[src/sv/pidc_pkg.sv]
// Shared widths, register indexes and constants for the PID controller.
package pidc_pkg;

  localparam int DW        = 16;  // measurement, setpoint, gains, limits, drive
  localparam int ERR_W     = 17;  // exact difference of two 16-bit values
  localparam int MS_W      = 10;  // effective elapsed time, 0..1000
  localparam int GE_W      = 33;  // 16 x 17 signed product
  localparam int MA_W      = 34;  // multiplier operand A
  localparam int MB_W      = 17;  // multiplier operand B
  localparam int MP_W      = MA_W + MB_W;
  localparam int MAG_W     = 42;  // |gain * err * ms| fits here
  localparam int DIV_SHIFT = 5;   // x256/1000 == x32/125
  localparam int DIV_W     = MAG_W + DIV_SHIFT;
  localparam int DIVISOR   = 125;
  localparam int REM_W     = 7;
  localparam int DCH_W     = 16;              // dividend chunk per reciprocal step
  localparam int DCH_N     = 3;
  localparam int DWORK_W   = DCH_W * DCH_N;   // holds the DIV_W dividend
  localparam int DV_W      = REM_W + DCH_W;   // partial dividend, < 125 * 2^16
  localparam int RECIP_W   = 24;
  localparam int RECIP_SH  = 30;
  localparam int DP_W      = DV_W + RECIP_W;
  localparam int DIV_CNT_W = 3;
  localparam int DIV_STEPS = 2 * DCH_N;       // multiply, then fold back
  localparam int INT_W     = 32;  // Q16.16 integral
  localparam int FRAC_W    = 16;
  localparam int ACC_W     = 48;
  localparam int SUM_W     = 44;
  localparam int FLR_W     = SUM_W - FRAC_W;
  localparam int CFG_IDX_W = 3;

  localparam logic [DW-1:0] MS_LIMIT = 16'd1000;

  // ceil(2^30 / 125); exact floor for any partial dividend below 2^23
  localparam logic [RECIP_W-1:0] RECIP_125 = 24'd8589935;

  typedef logic [CFG_IDX_W-1:0] cfg_idx_t;

  localparam cfg_idx_t REG_PROP_GAIN  = 3'd0;
  localparam cfg_idx_t REG_INTEG_GAIN = 3'd1;
  localparam cfg_idx_t REG_DERIV_GAIN = 3'd2;
  localparam cfg_idx_t REG_OUT_MIN    = 3'd3;
  localparam cfg_idx_t REG_OUT_MAX    = 3'd4;

  localparam logic signed [DW-1:0] OUT_MIN_RST = 16'sh8000;
  localparam logic signed [DW-1:0] OUT_MAX_RST = 16'sh7fff;

endpackage

[src/sv/pidc_mul.sv]
// Shared signed multiplier with a registered product.
module pidc_mul import pidc_pkg::*; (
  input  logic                   clk,
  input  logic signed [MA_W-1:0] mul_a,
  input  logic signed [MB_W-1:0] mul_b,
  output logic signed [MP_W-1:0] mul_p
);

  logic signed [MP_W-1:0] prod_r;

  always_ff @(posedge clk) begin
    prod_r <= mul_a * mul_b;
  end

  assign mul_p = prod_r;

endmodule

[src/sv/pidc_div.sv]
// Divider by the constant 125: reciprocal multiply on 16-bit chunks, a multiply step and a fold-back step per chunk.
module pidc_div import pidc_pkg::*; (
  input  logic             clk,
  input  logic             rst_n,
  input  logic             div_start,
  input  logic [DIV_W-1:0] div_dividend,
  output logic             div_busy,
  output logic [DIV_W-1:0] div_quot
);

  logic [DWORK_W-1:0]   work_r;
  logic [REM_W-1:0]     rem_r;
  logic [DV_W-1:0]      part_r;
  logic [DP_W-1:0]      prod_r;
  logic [DIV_CNT_W-1:0] cnt_r;
  logic                 busy_r;
  logic [DV_W-1:0]      part;
  logic [DCH_W-1:0]     qchunk;
  logic [DV_W-1:0]      back;

  // remainder so far on top of the next chunk
  assign part   = {rem_r, work_r[DWORK_W-1 -: DCH_W]};
  assign qchunk = prod_r[RECIP_SH +: DCH_W];
  assign back   = DV_W'(qchunk) * DV_W'(DIVISOR);

  // control
  always_ff @(posedge clk) begin
    if (!rst_n) begin
      busy_r <= 1'b0;
      cnt_r  <= '0;
    end else if (div_start) begin
      busy_r <= 1'b1;
      cnt_r  <= '0;
    end else if (busy_r) begin
      cnt_r <= cnt_r + 1'b1;
      if (cnt_r == DIV_CNT_W'(DIV_STEPS - 1)) begin
        busy_r <= 1'b0;
      end
    end
  end

  // even step: 23 x 24 product with the reciprocal
  // odd step: quotient chunk shifts in behind the dividend, remainder folds back
  always_ff @(posedge clk) begin
    if (div_start) begin
      work_r <= {{(DWORK_W-DIV_W){1'b0}}, div_dividend};
      rem_r  <= '0;
    end else if (busy_r) begin
      if (!cnt_r[0]) begin
        part_r <= part;
        prod_r <= DP_W'(part) * DP_W'(RECIP_125);
      end else begin
        work_r <= {work_r[DWORK_W-DCH_W-1:0], qchunk};
        rem_r  <= REM_W'(part_r - back);
      end
    end
  end

  assign div_busy = busy_r;
  assign div_quot = work_r[DIV_W-1:0];

endmodule

[src/sv/pid_controller_clamped.sv]
// Top level of the fixed-point PID controller with clamped integral and output.
//
//  channel | handshake           | payload
//  --------+---------------------+------------------------------------------
//  cfg     | cfg_we              | cfg_index, cfg_wdata (16b)
//  in      | in_valid / in_stall | in_measurement, in_setpoint, in_elapsed_ms
//  out     | out_valid/out_stall | out_drive
//
// One item at a time. An item runs from its transfer through the chained
// multiplies and the reciprocal divide by 125 for the integral term to
// out_valid; the sequencer goes back to idle after the result transfer and
// only then takes the next item.
// Reset (rst_n low, synchronous) clears gains, restores the limits, zeroes
// the integral and previous measurement, and arms the first-step flag.
// in_stall is high from the input transfer until the result is taken; a
// stalled out_drive holds in its register.
module pid_controller_clamped import pidc_pkg::*; (
  input  logic                 clk,
  input  logic                 rst_n,
  input  logic                 cfg_we,
  input  logic [CFG_IDX_W-1:0] cfg_index,
  input  logic [DW-1:0]        cfg_wdata,
  input  logic                 in_valid,
  output logic                 in_stall,
  input  logic signed [DW-1:0] in_measurement,
  input  logic signed [DW-1:0] in_setpoint,
  input  logic [DW-1:0]        in_elapsed_ms,
  output logic                 out_valid,
  input  logic                 out_stall,
  output logic signed [DW-1:0] out_drive
);

  // sequencer codes
  localparam logic [3:0] ST_IDLE  = 4'd0;
  localparam logic [3:0] ST_M1    = 4'd1;   // integ_gain * err
  localparam logic [3:0] ST_M2    = 4'd2;   // (.. ) * ms
  localparam logic [3:0] ST_M3    = 4'd3;   // start divide, prop_gain * err
  localparam logic [3:0] ST_M4    = 4'd4;   // deriv_gain * dmeas
  localparam logic [3:0] ST_M5    = 4'd5;
  localparam logic [3:0] ST_DIVW  = 4'd6;
  localparam logic [3:0] ST_ACCA  = 4'd7;
  localparam logic [3:0] ST_ACCC  = 4'd8;
  localparam logic [3:0] ST_SUM1  = 4'd9;
  localparam logic [3:0] ST_SUM2  = 4'd10;
  localparam logic [3:0] ST_OUTC  = 4'd11;
  localparam logic [3:0] ST_OUT   = 4'd12;

  logic [3:0] state_r, state_nxt;

  // configuration
  logic signed [DW-1:0] prop_gain_r, integ_gain_r, deriv_gain_r;
  logic signed [DW-1:0] out_min_r, out_max_r;

  // controller state
  logic signed [INT_W-1:0] integral_r;
  logic signed [DW-1:0]    prev_meas_r;
  logic                    first_r;

  // per-item working registers
  logic signed [ERR_W-1:0] err_r, dmeas_r;
  logic [MS_W-1:0]         ms_r;
  logic                    neg_r;
  logic signed [GE_W-1:0]  pterm_r, dterm_r;
  logic signed [ACC_W-1:0] accsum_r;
  logic signed [SUM_W-1:0] sum_r;
  logic signed [DW-1:0]    drive_r;

  logic in_xfer;
  assign in_stall = (state_r != ST_IDLE);
  assign in_xfer  = in_valid && !in_stall;

  // shared multiplier operand select
  logic signed [MA_W-1:0] mul_a;
  logic signed [MB_W-1:0] mul_b;
  logic signed [MP_W-1:0] mul_p;

  always_comb begin
    case (state_r)
      ST_M1: begin
        mul_a = {{(MA_W-DW){integ_gain_r[DW-1]}}, integ_gain_r};
        mul_b = err_r;
      end
      ST_M2: begin
        mul_a = {mul_p[GE_W-1], mul_p[GE_W-1:0]};
        mul_b = {{(MB_W-MS_W){1'b0}}, ms_r};
      end
      ST_M3: begin
        mul_a = {{(MA_W-DW){prop_gain_r[DW-1]}}, prop_gain_r};
        mul_b = err_r;
      end
      ST_M4: begin
        mul_a = {{(MA_W-DW){deriv_gain_r[DW-1]}}, deriv_gain_r};
        mul_b = dmeas_r;
      end
      default: begin
        mul_a = '0;
        mul_b = '0;
      end
    endcase
  end

  pidc_mul u_mul (
    .clk   (clk),
    .mul_a (mul_a),
    .mul_b (mul_b),
    .mul_p (mul_p)
  );

  // |integ_gain*err*ms| * 32, divided by 125 -> Q16.16 increment magnitude
  logic [MP_W-1:0]  prod_mag;
  logic             div_start;
  logic [DIV_W-1:0] div_dividend;
  logic             div_busy;
  logic [DIV_W-1:0] div_quot;

  assign prod_mag     = mul_p[MP_W-1] ? (-mul_p) : mul_p;
  assign div_start    = (state_r == ST_M3);
  assign div_dividend = {prod_mag[MAG_W-1:0], {DIV_SHIFT{1'b0}}};

  pidc_div u_div (
    .clk          (clk),
    .rst_n        (rst_n),
    .div_start    (div_start),
    .div_dividend (div_dividend),
    .div_busy     (div_busy),
    .div_quot     (div_quot)
  );

  // limits in Q16.16 and in integer form
  logic signed [ACC_W-1:0] lo_q, hi_q, integ_ext, acc_clamped;
  logic [ACC_W-1:0]        quot_ext;
  logic signed [FLR_W-1:0] flr, lo_i, hi_i, drv_clamped;

  assign lo_q      = {{(ACC_W-DW-FRAC_W){out_min_r[DW-1]}}, out_min_r, {FRAC_W{1'b0}}};
  assign hi_q      = {{(ACC_W-DW-FRAC_W){out_max_r[DW-1]}}, out_max_r, {FRAC_W{1'b0}}};
  assign integ_ext = {{(ACC_W-INT_W){integral_r[INT_W-1]}}, integral_r};
  assign quot_ext  = {{(ACC_W-DIV_W){1'b0}}, div_quot};

  // above max wins, then below min
  assign acc_clamped = (accsum_r > hi_q) ? hi_q :
                       (accsum_r < lo_q) ? lo_q : accsum_r;

  // floor toward minus infinity is an arithmetic shift
  assign flr  = sum_r[SUM_W-1:FRAC_W];
  assign lo_i = {{(FLR_W-DW){out_min_r[DW-1]}}, out_min_r};
  assign hi_i = {{(FLR_W-DW){out_max_r[DW-1]}}, out_max_r};
  assign drv_clamped = (flr > hi_i) ? hi_i :
                       (flr < lo_i) ? lo_i : flr;

  // sequencer
  always_comb begin
    state_nxt = state_r;
    case (state_r)
      ST_IDLE: if (in_xfer) state_nxt = ST_M1;
      ST_M1:   state_nxt = ST_M2;
      ST_M2:   state_nxt = ST_M3;
      ST_M3:   state_nxt = ST_M4;
      ST_M4:   state_nxt = ST_M5;
      ST_M5:   state_nxt = ST_DIVW;
      ST_DIVW: if (!div_busy) state_nxt = ST_ACCA;
      ST_ACCA: state_nxt = ST_ACCC;
      ST_ACCC: state_nxt = ST_SUM1;
      ST_SUM1: state_nxt = ST_SUM2;
      ST_SUM2: state_nxt = ST_OUTC;
      ST_OUTC: state_nxt = ST_OUT;
      ST_OUT:  if (!out_stall) state_nxt = ST_IDLE;
      default: state_nxt = ST_IDLE;
    endcase
  end

  always_ff @(posedge clk) begin
    if (!rst_n) begin
      state_r <= ST_IDLE;
    end else begin
      state_r <= state_nxt;
    end
  end

  // configuration writes; indexes past the list are dropped
  always_ff @(posedge clk) begin
    if (!rst_n) begin
      prop_gain_r  <= '0;
      integ_gain_r <= '0;
      deriv_gain_r <= '0;
      out_min_r    <= OUT_MIN_RST;
      out_max_r    <= OUT_MAX_RST;
    end else if (cfg_we) begin
      case (cfg_index)
        REG_PROP_GAIN:  prop_gain_r  <= cfg_wdata;
        REG_INTEG_GAIN: integ_gain_r <= cfg_wdata;
        REG_DERIV_GAIN: deriv_gain_r <= cfg_wdata;
        REG_OUT_MIN:    out_min_r    <= cfg_wdata;
        REG_OUT_MAX:    out_max_r    <= cfg_wdata;
        default: ;
      endcase
    end
  end

  // controller state: measurement history and integral
  always_ff @(posedge clk) begin
    if (!rst_n) begin
      integral_r  <= '0;
      prev_meas_r <= '0;
      first_r     <= 1'b1;
    end else begin
      if (in_xfer) begin
        prev_meas_r <= in_measurement;
        first_r     <= 1'b0;
      end
      if (state_r == ST_ACCC) begin
        integral_r <= acc_clamped[INT_W-1:0];
      end
    end
  end

  // datapath registers
  always_ff @(posedge clk) begin
    if (in_xfer) begin
      err_r   <= {in_setpoint[DW-1], in_setpoint} - {in_measurement[DW-1], in_measurement};
      dmeas_r <= first_r ? '0 :
                 {in_measurement[DW-1], in_measurement} - {prev_meas_r[DW-1], prev_meas_r};
      ms_r    <= (in_elapsed_ms > MS_LIMIT) ? '0 : in_elapsed_ms[MS_W-1:0];
    end
    case (state_r)
      ST_M3:   neg_r    <= mul_p[MP_W-1];
      ST_M4:   pterm_r  <= mul_p[GE_W-1:0];
      ST_M5:   dterm_r  <= mul_p[GE_W-1:0];
      ST_ACCA: accsum_r <= neg_r ? (integ_ext - quot_ext) : (integ_ext + quot_ext);
      ST_SUM1: sum_r    <= {{(SUM_W-GE_W-8){pterm_r[GE_W-1]}}, pterm_r, 8'b0}
                           + integ_ext[SUM_W-1:0];
      ST_SUM2: sum_r    <= sum_r - {{(SUM_W-GE_W-8){dterm_r[GE_W-1]}}, dterm_r, 8'b0};
      ST_OUTC: drive_r  <= drv_clamped[DW-1:0];
      default: ;
    endcase
  end

  assign out_valid = (state_r == ST_OUT);
  assign out_drive = drive_r;

`ifndef SYNTHESIS
  // a pending result keeps the input closed
  a_out_blocks_in: assert property (@(posedge clk) disable iff (!rst_n)
    out_valid |-> in_stall)
    else $error("input open while result pending");

  // divider only runs between its start and the wait state
  a_div_window: assert property (@(posedge clk) disable iff (!rst_n)
    div_busy |-> (state_r == ST_M4 || state_r == ST_M5 || state_r == ST_DIVW))
    else $error("divider busy outside its window");

  // an input transfer starts the sequence and drops the first-step flag
  a_start: assert property (@(posedge clk) disable iff (!rst_n)
    in_xfer |=> (state_r == ST_M1 && !first_r))
    else $error("sequence did not start after input transfer");

  // with ordered limits the clamped integral lies inside them
  a_integ_range: assert property (@(posedge clk) disable iff (!rst_n)
    (state_r == ST_SUM1 && out_min_r <= out_max_r) |->
      (integ_ext >= lo_q && integ_ext <= hi_q))
    else $error("integral outside limits");
`endif

endmodule
[config.mk]
export PLATFORM = sky130hd
export DESIGN_NAME = pid_controller_clamped
export DESIGN_NICKNAME = d
export VERILOG_FILES = /design/src/sv/pidc_pkg.sv /design/src/sv/pidc_mul.sv /design/src/sv/pidc_div.sv /design/src/sv/pid_controller_clamped.sv
export SDC_FILE = /design/constraint.sdc
export NUM_CORES = 2
export LEC_CHECK = 0
export BUFFER_PORTS_ARGS = -buffer_cell sky130_fd_sc_hd__buf_2
export CAP_MARGIN = 15
export CORE_MARGIN = 1.5
export CORE_UTILIZATION = 65
export CTS_BUF_LIST = sky130_fd_sc_hd__clkbuf_8
export CTS_CLUSTER_DIAMETER = 40
export DETAILED_ROUTE_END_ITERATION = 8
export PLACE_DENSITY = 0.92
export SETUP_SLACK_MARGIN = 0.2
export SLEW_MARGIN = 5
export SYNTH_ARGS = -nofsm -noshare
export SYNTH_HDL_FRONTEND = slang
export SYNTH_SLANG_ARGS = --single-unit
export TNS_END_PERCENT = 100
[constraint.sdc]
create_clock -name clk -period 11.48 [get_ports clk]
set_input_delay 2.296 -clock clk [delete_from_list [all_inputs] [get_ports clk]]
set_output_delay 2.296 -clock clk [all_outputs]
set_load 0.005 [all_outputs]
==> impl_results.md <==
* MaxCap Viol Count at 0
* Crit-path max cell delay at 740 ps
* Detail Route Antenna Nets at 0
* Setup TNS at 0 ps
* Final Critical Period at 9830 ps
* Most frequent cells in the layout: inv_1 (1052), nand2_1 (710), fa_1 (709), ha_1 (648), nor2_1 (460)
* RSZ-0062 raised after global routing: no
* Post-synthesis sequential area ratio at 21.9%
* Achievable frequency at 102 MHz
* Worst Path Buf+Inv at 5
* Final-report hold violation count at 0
* Clock power share at 17.1%
* WL per Instance at 22.3 µm
* Critical Path Source Type: flip-flop
* Status: finished, violations left
* Chip Width at 295 µm
* Netlist cell types at 78
* Yosys warnings at 0
* Hold buffer count at CTS at 0
* Req. time, crit path at 12120 ps
* Final wirelength at 161000 µm
* Static Leak at 28.2 nW
* Flop pwr share at 23.5%
* Top FF cell, synth: edfxtp_1
* Pre-CTS setup slack at 1910 ps
* CTS tree: done
* Final WS setup at 1650 ps
* Setup bufs post-CTS at 0
* Peak supply drop at 438 µV
* Reg2Reg Launch Point: state_r[2]
* Syn avg cell area at 9.25 µm²
* Clock latency on the worst-skew pair at 730 ps
* Crit-path most repeated cell: fa_1
* Layout net count at 7461
* Setup crit end: u_mul.mul_p[39]
* Grt total ovfl at 0
* Commonest non-fill, non-tap cell in the layout: inv_1
* Drt pass-1 iters at 9
* Vias/cell at 6.31
* Metal3 WL at 21500 µm
* Setup Skew at 26.1 ps
* Switching power at 4.25 mW
* Ratio of cells with drive above 1 in the final layout at 4.95%
* Hold WC Path Type: reg -> reg
* Crit path max fanout at 70
* Post-synth net total at 7426
* Ports at 90
* Net Sw Frac at 45.8%
* Int Pwr at 5.04 mW
* Cell area power density at 158 nW/µm²
* Flop-to-flop setup slack at 1650 ps
* Crit path from: state_r[2]
* EDFF count, synth at 276
* Starting Density at 66.0%
* Cell count after synthesis at 5997
* Met2 Wirelength at 72000 µm
* Kind of cell adding the most delay to the critical path: adder cells
* TritonCTS Buffers at 80
* Period utilization at 85.6%
* DP Wirelength at 125000 µm
* H-tree levels at 3
* Vias at 45.6k
* WP depth at 27
* IO buf count at 89
* Async SR Flop Fraction at 0%
* Number of remaining DRC errors at 26
* Crit path arrival time at 10470 ps
* Failing checks: DRC
* GRT Overall Usage at 37.7%
* Core area at 84100 µm²
* Height of the die at 295 µm
* Register-to-Register Path Depth at 27
* Initial antenna violation count at 7
* Row count at 106
* Combinational share of power at 59.4%
* CP Class: reg -> reg
* Synth Cell Area at 55500 µm²
* First-pass GRT wire length at 252000 µm
* Critical-path top delay cell: buf_4
* DRT iter0 DRCs at 4603
* Post-cts sizing count at 0
* Highest routed layer: met5
* Clk sinks at 469
* Crit. End Element: flip-flop
* Clk slew on worst S/H paths at 70 ps
* Post-synthesis register bit count at 469
* Vias in the first global route at 47.5k
* CTS Buffer Depth at 3
* Area of the die at 87100 µm²
* Routability-driven placement congestion ratio at 1.01
* Largest net degree at the start of global routing at 88
* R2r endpoint: u_mul.mul_p[39]
* Worst Tran Pin Value at 1180 ps
* P&R area growth vs syn at 5.90%
* Rel. slew slack at 21.6%
* # setup viols final at 0
* Clock Root Buffer: clkbuf_8
* Routed length on met1 at 54600 µm
* Fin. max-slew vios at 0
[flip-flops by register name (all words and copies together) (netlist names), 3 cells and up]
signal        count
out_min_r        16
dterm_r          33
err_r            17
integral_r       32
prop_gain_r      16
deriv_gain_r     16
u_div.part_r      6
u_div.rem_r       7
dmeas_r          17
out_max_r        16
pterm_r          33
u_div.work_r     48
out_drive        16
accsum_r         48
u_div.cnt_r       3
integ_gain_r     16
state_r           4
sum_r            36
ms_r             10
u_div.prod_r     17
prev_meas_r      16
u_mul.mul_p      43
[power groups by stage]
| stage | logic, mW | registers [mW] | clock network [mW] |
|---|---|---|---|
| after floorplan | 3.83 | 2.08 | 0 |
| after global placement | 4.74 | 2.19 | 0 |
| after detailed placement | 5.28 | 2.20 | 0 |
| after CTS | 5.37 | 2.16 | 1.59 |
| after global routing | 6.04 | 2.18 | 1.66 |
| final | 5.51 | 2.18 | 1.59 |
[cell type report]
class                           count  area [µm²]
Multi-Input combinational cell   4315       38800
Inverter                         1032        3870
Sequential cell                   469       12200
Tap cell                         1134        1420
Clock inverter                     62         455
Clock buffer                       87        1200
Antenna cell                        4        10.0
Timing Repair Buffer              134         815
Fill cell                        5764       25300
[cells in the mapped netlist, types with 24 or more instances]
cell type | instances | area, µm²
nand2b_1 | 54 | 338
nand2_1 | 711 | 2670
fa_1 | 709 | 14200
or3_1 | 25 | 156
a211oi_1 | 34 | 255
clkbuf_1 | 166 | 623
and3_1 | 32 | 200
a22o_1 | 26 | 228
dfxtp_1 | 193 | 3860
o21a_1 | 30 | 225
a21oi_1 | 342 | 1710
ha_1 | 648 | 8110
o211ai_1 | 28 | 210
xor2_1 | 103 | 902
nand3_1 | 94 | 470
mux2i_1 | 56 | 561
nand4_1 | 56 | 350
nor2b_1 | 45 | 282
nor2_1 | 464 | 1740
o21ai_0 | 187 | 936
nor3_1 | 47 | 235
a21o_1 | 126 | 946
o31ai_1 | 24 | 180
and2_1 | 27 | 169
xnor2_1 | 172 | 1510
inv_1 | 1030 | 3870
edfxtp_1 | 276 | 8290
[tightest hold or removal path, stage by stage, from the launching register on]
cell and delay (ps):
dfxtp_1 300, nand2_1 50, a21oi_1 50
[per-stage QoR]
stage	instance area, µm²	util (%)	hold slack [ps]	cells	power (mW)
4_1_cts	58700	69.8	455	7229	9.12
3_5_place_dp	57000	67.8	446	7080	7.47
3_3_place_gp	57000	67.8	441	7080	6.92
6_report	58800	69.9	455	7237	9.29
5_1_grt	58800	69.9	466	7235	9.88
2_1_floorplan	55500	-	436	5997	5.91
[kinds of logic after synthesis]
logic type	after synthesis	share of synthesized area [%]
simple gates	1652	13.3
fa+ha+maj	1357	40.2
buf+inv	1213	8.21
compound gates	973	11.0
flops	469	21.9
xor+xnor	275	4.34
mux	58	1.05
[worst min-delay path by stage]
stage / slack, ps / end / depth (start not counted) / startpoint
finish: 460 / prev_meas_r[13] / 2 / prev_meas_r[13]
global route: 470 / prop_gain_r[0] / 2 / prop_gain_r[0]
CTS: 450 / prop_gain_r[0] / 2 / prop_gain_r[0]
detailed placement: 450 / prop_gain_r[0] / 2 / prop_gain_r[0]
global placement: 440 / prev_meas_r[6] / 2 / prev_meas_r[6]
floorplan: 440 / prop_gain_r[0] / 2 / prop_gain_r[0]
[routing by layer]
layer / vias up / GRT usage, %
li1: 19800 / -
met1: 21700 / 43.7
met2: 3161 / 59.2
met3: 961 / 12.5
met4: 6 / 26.5
met5: - / 0.499
(Power assumes the default switching activity.)
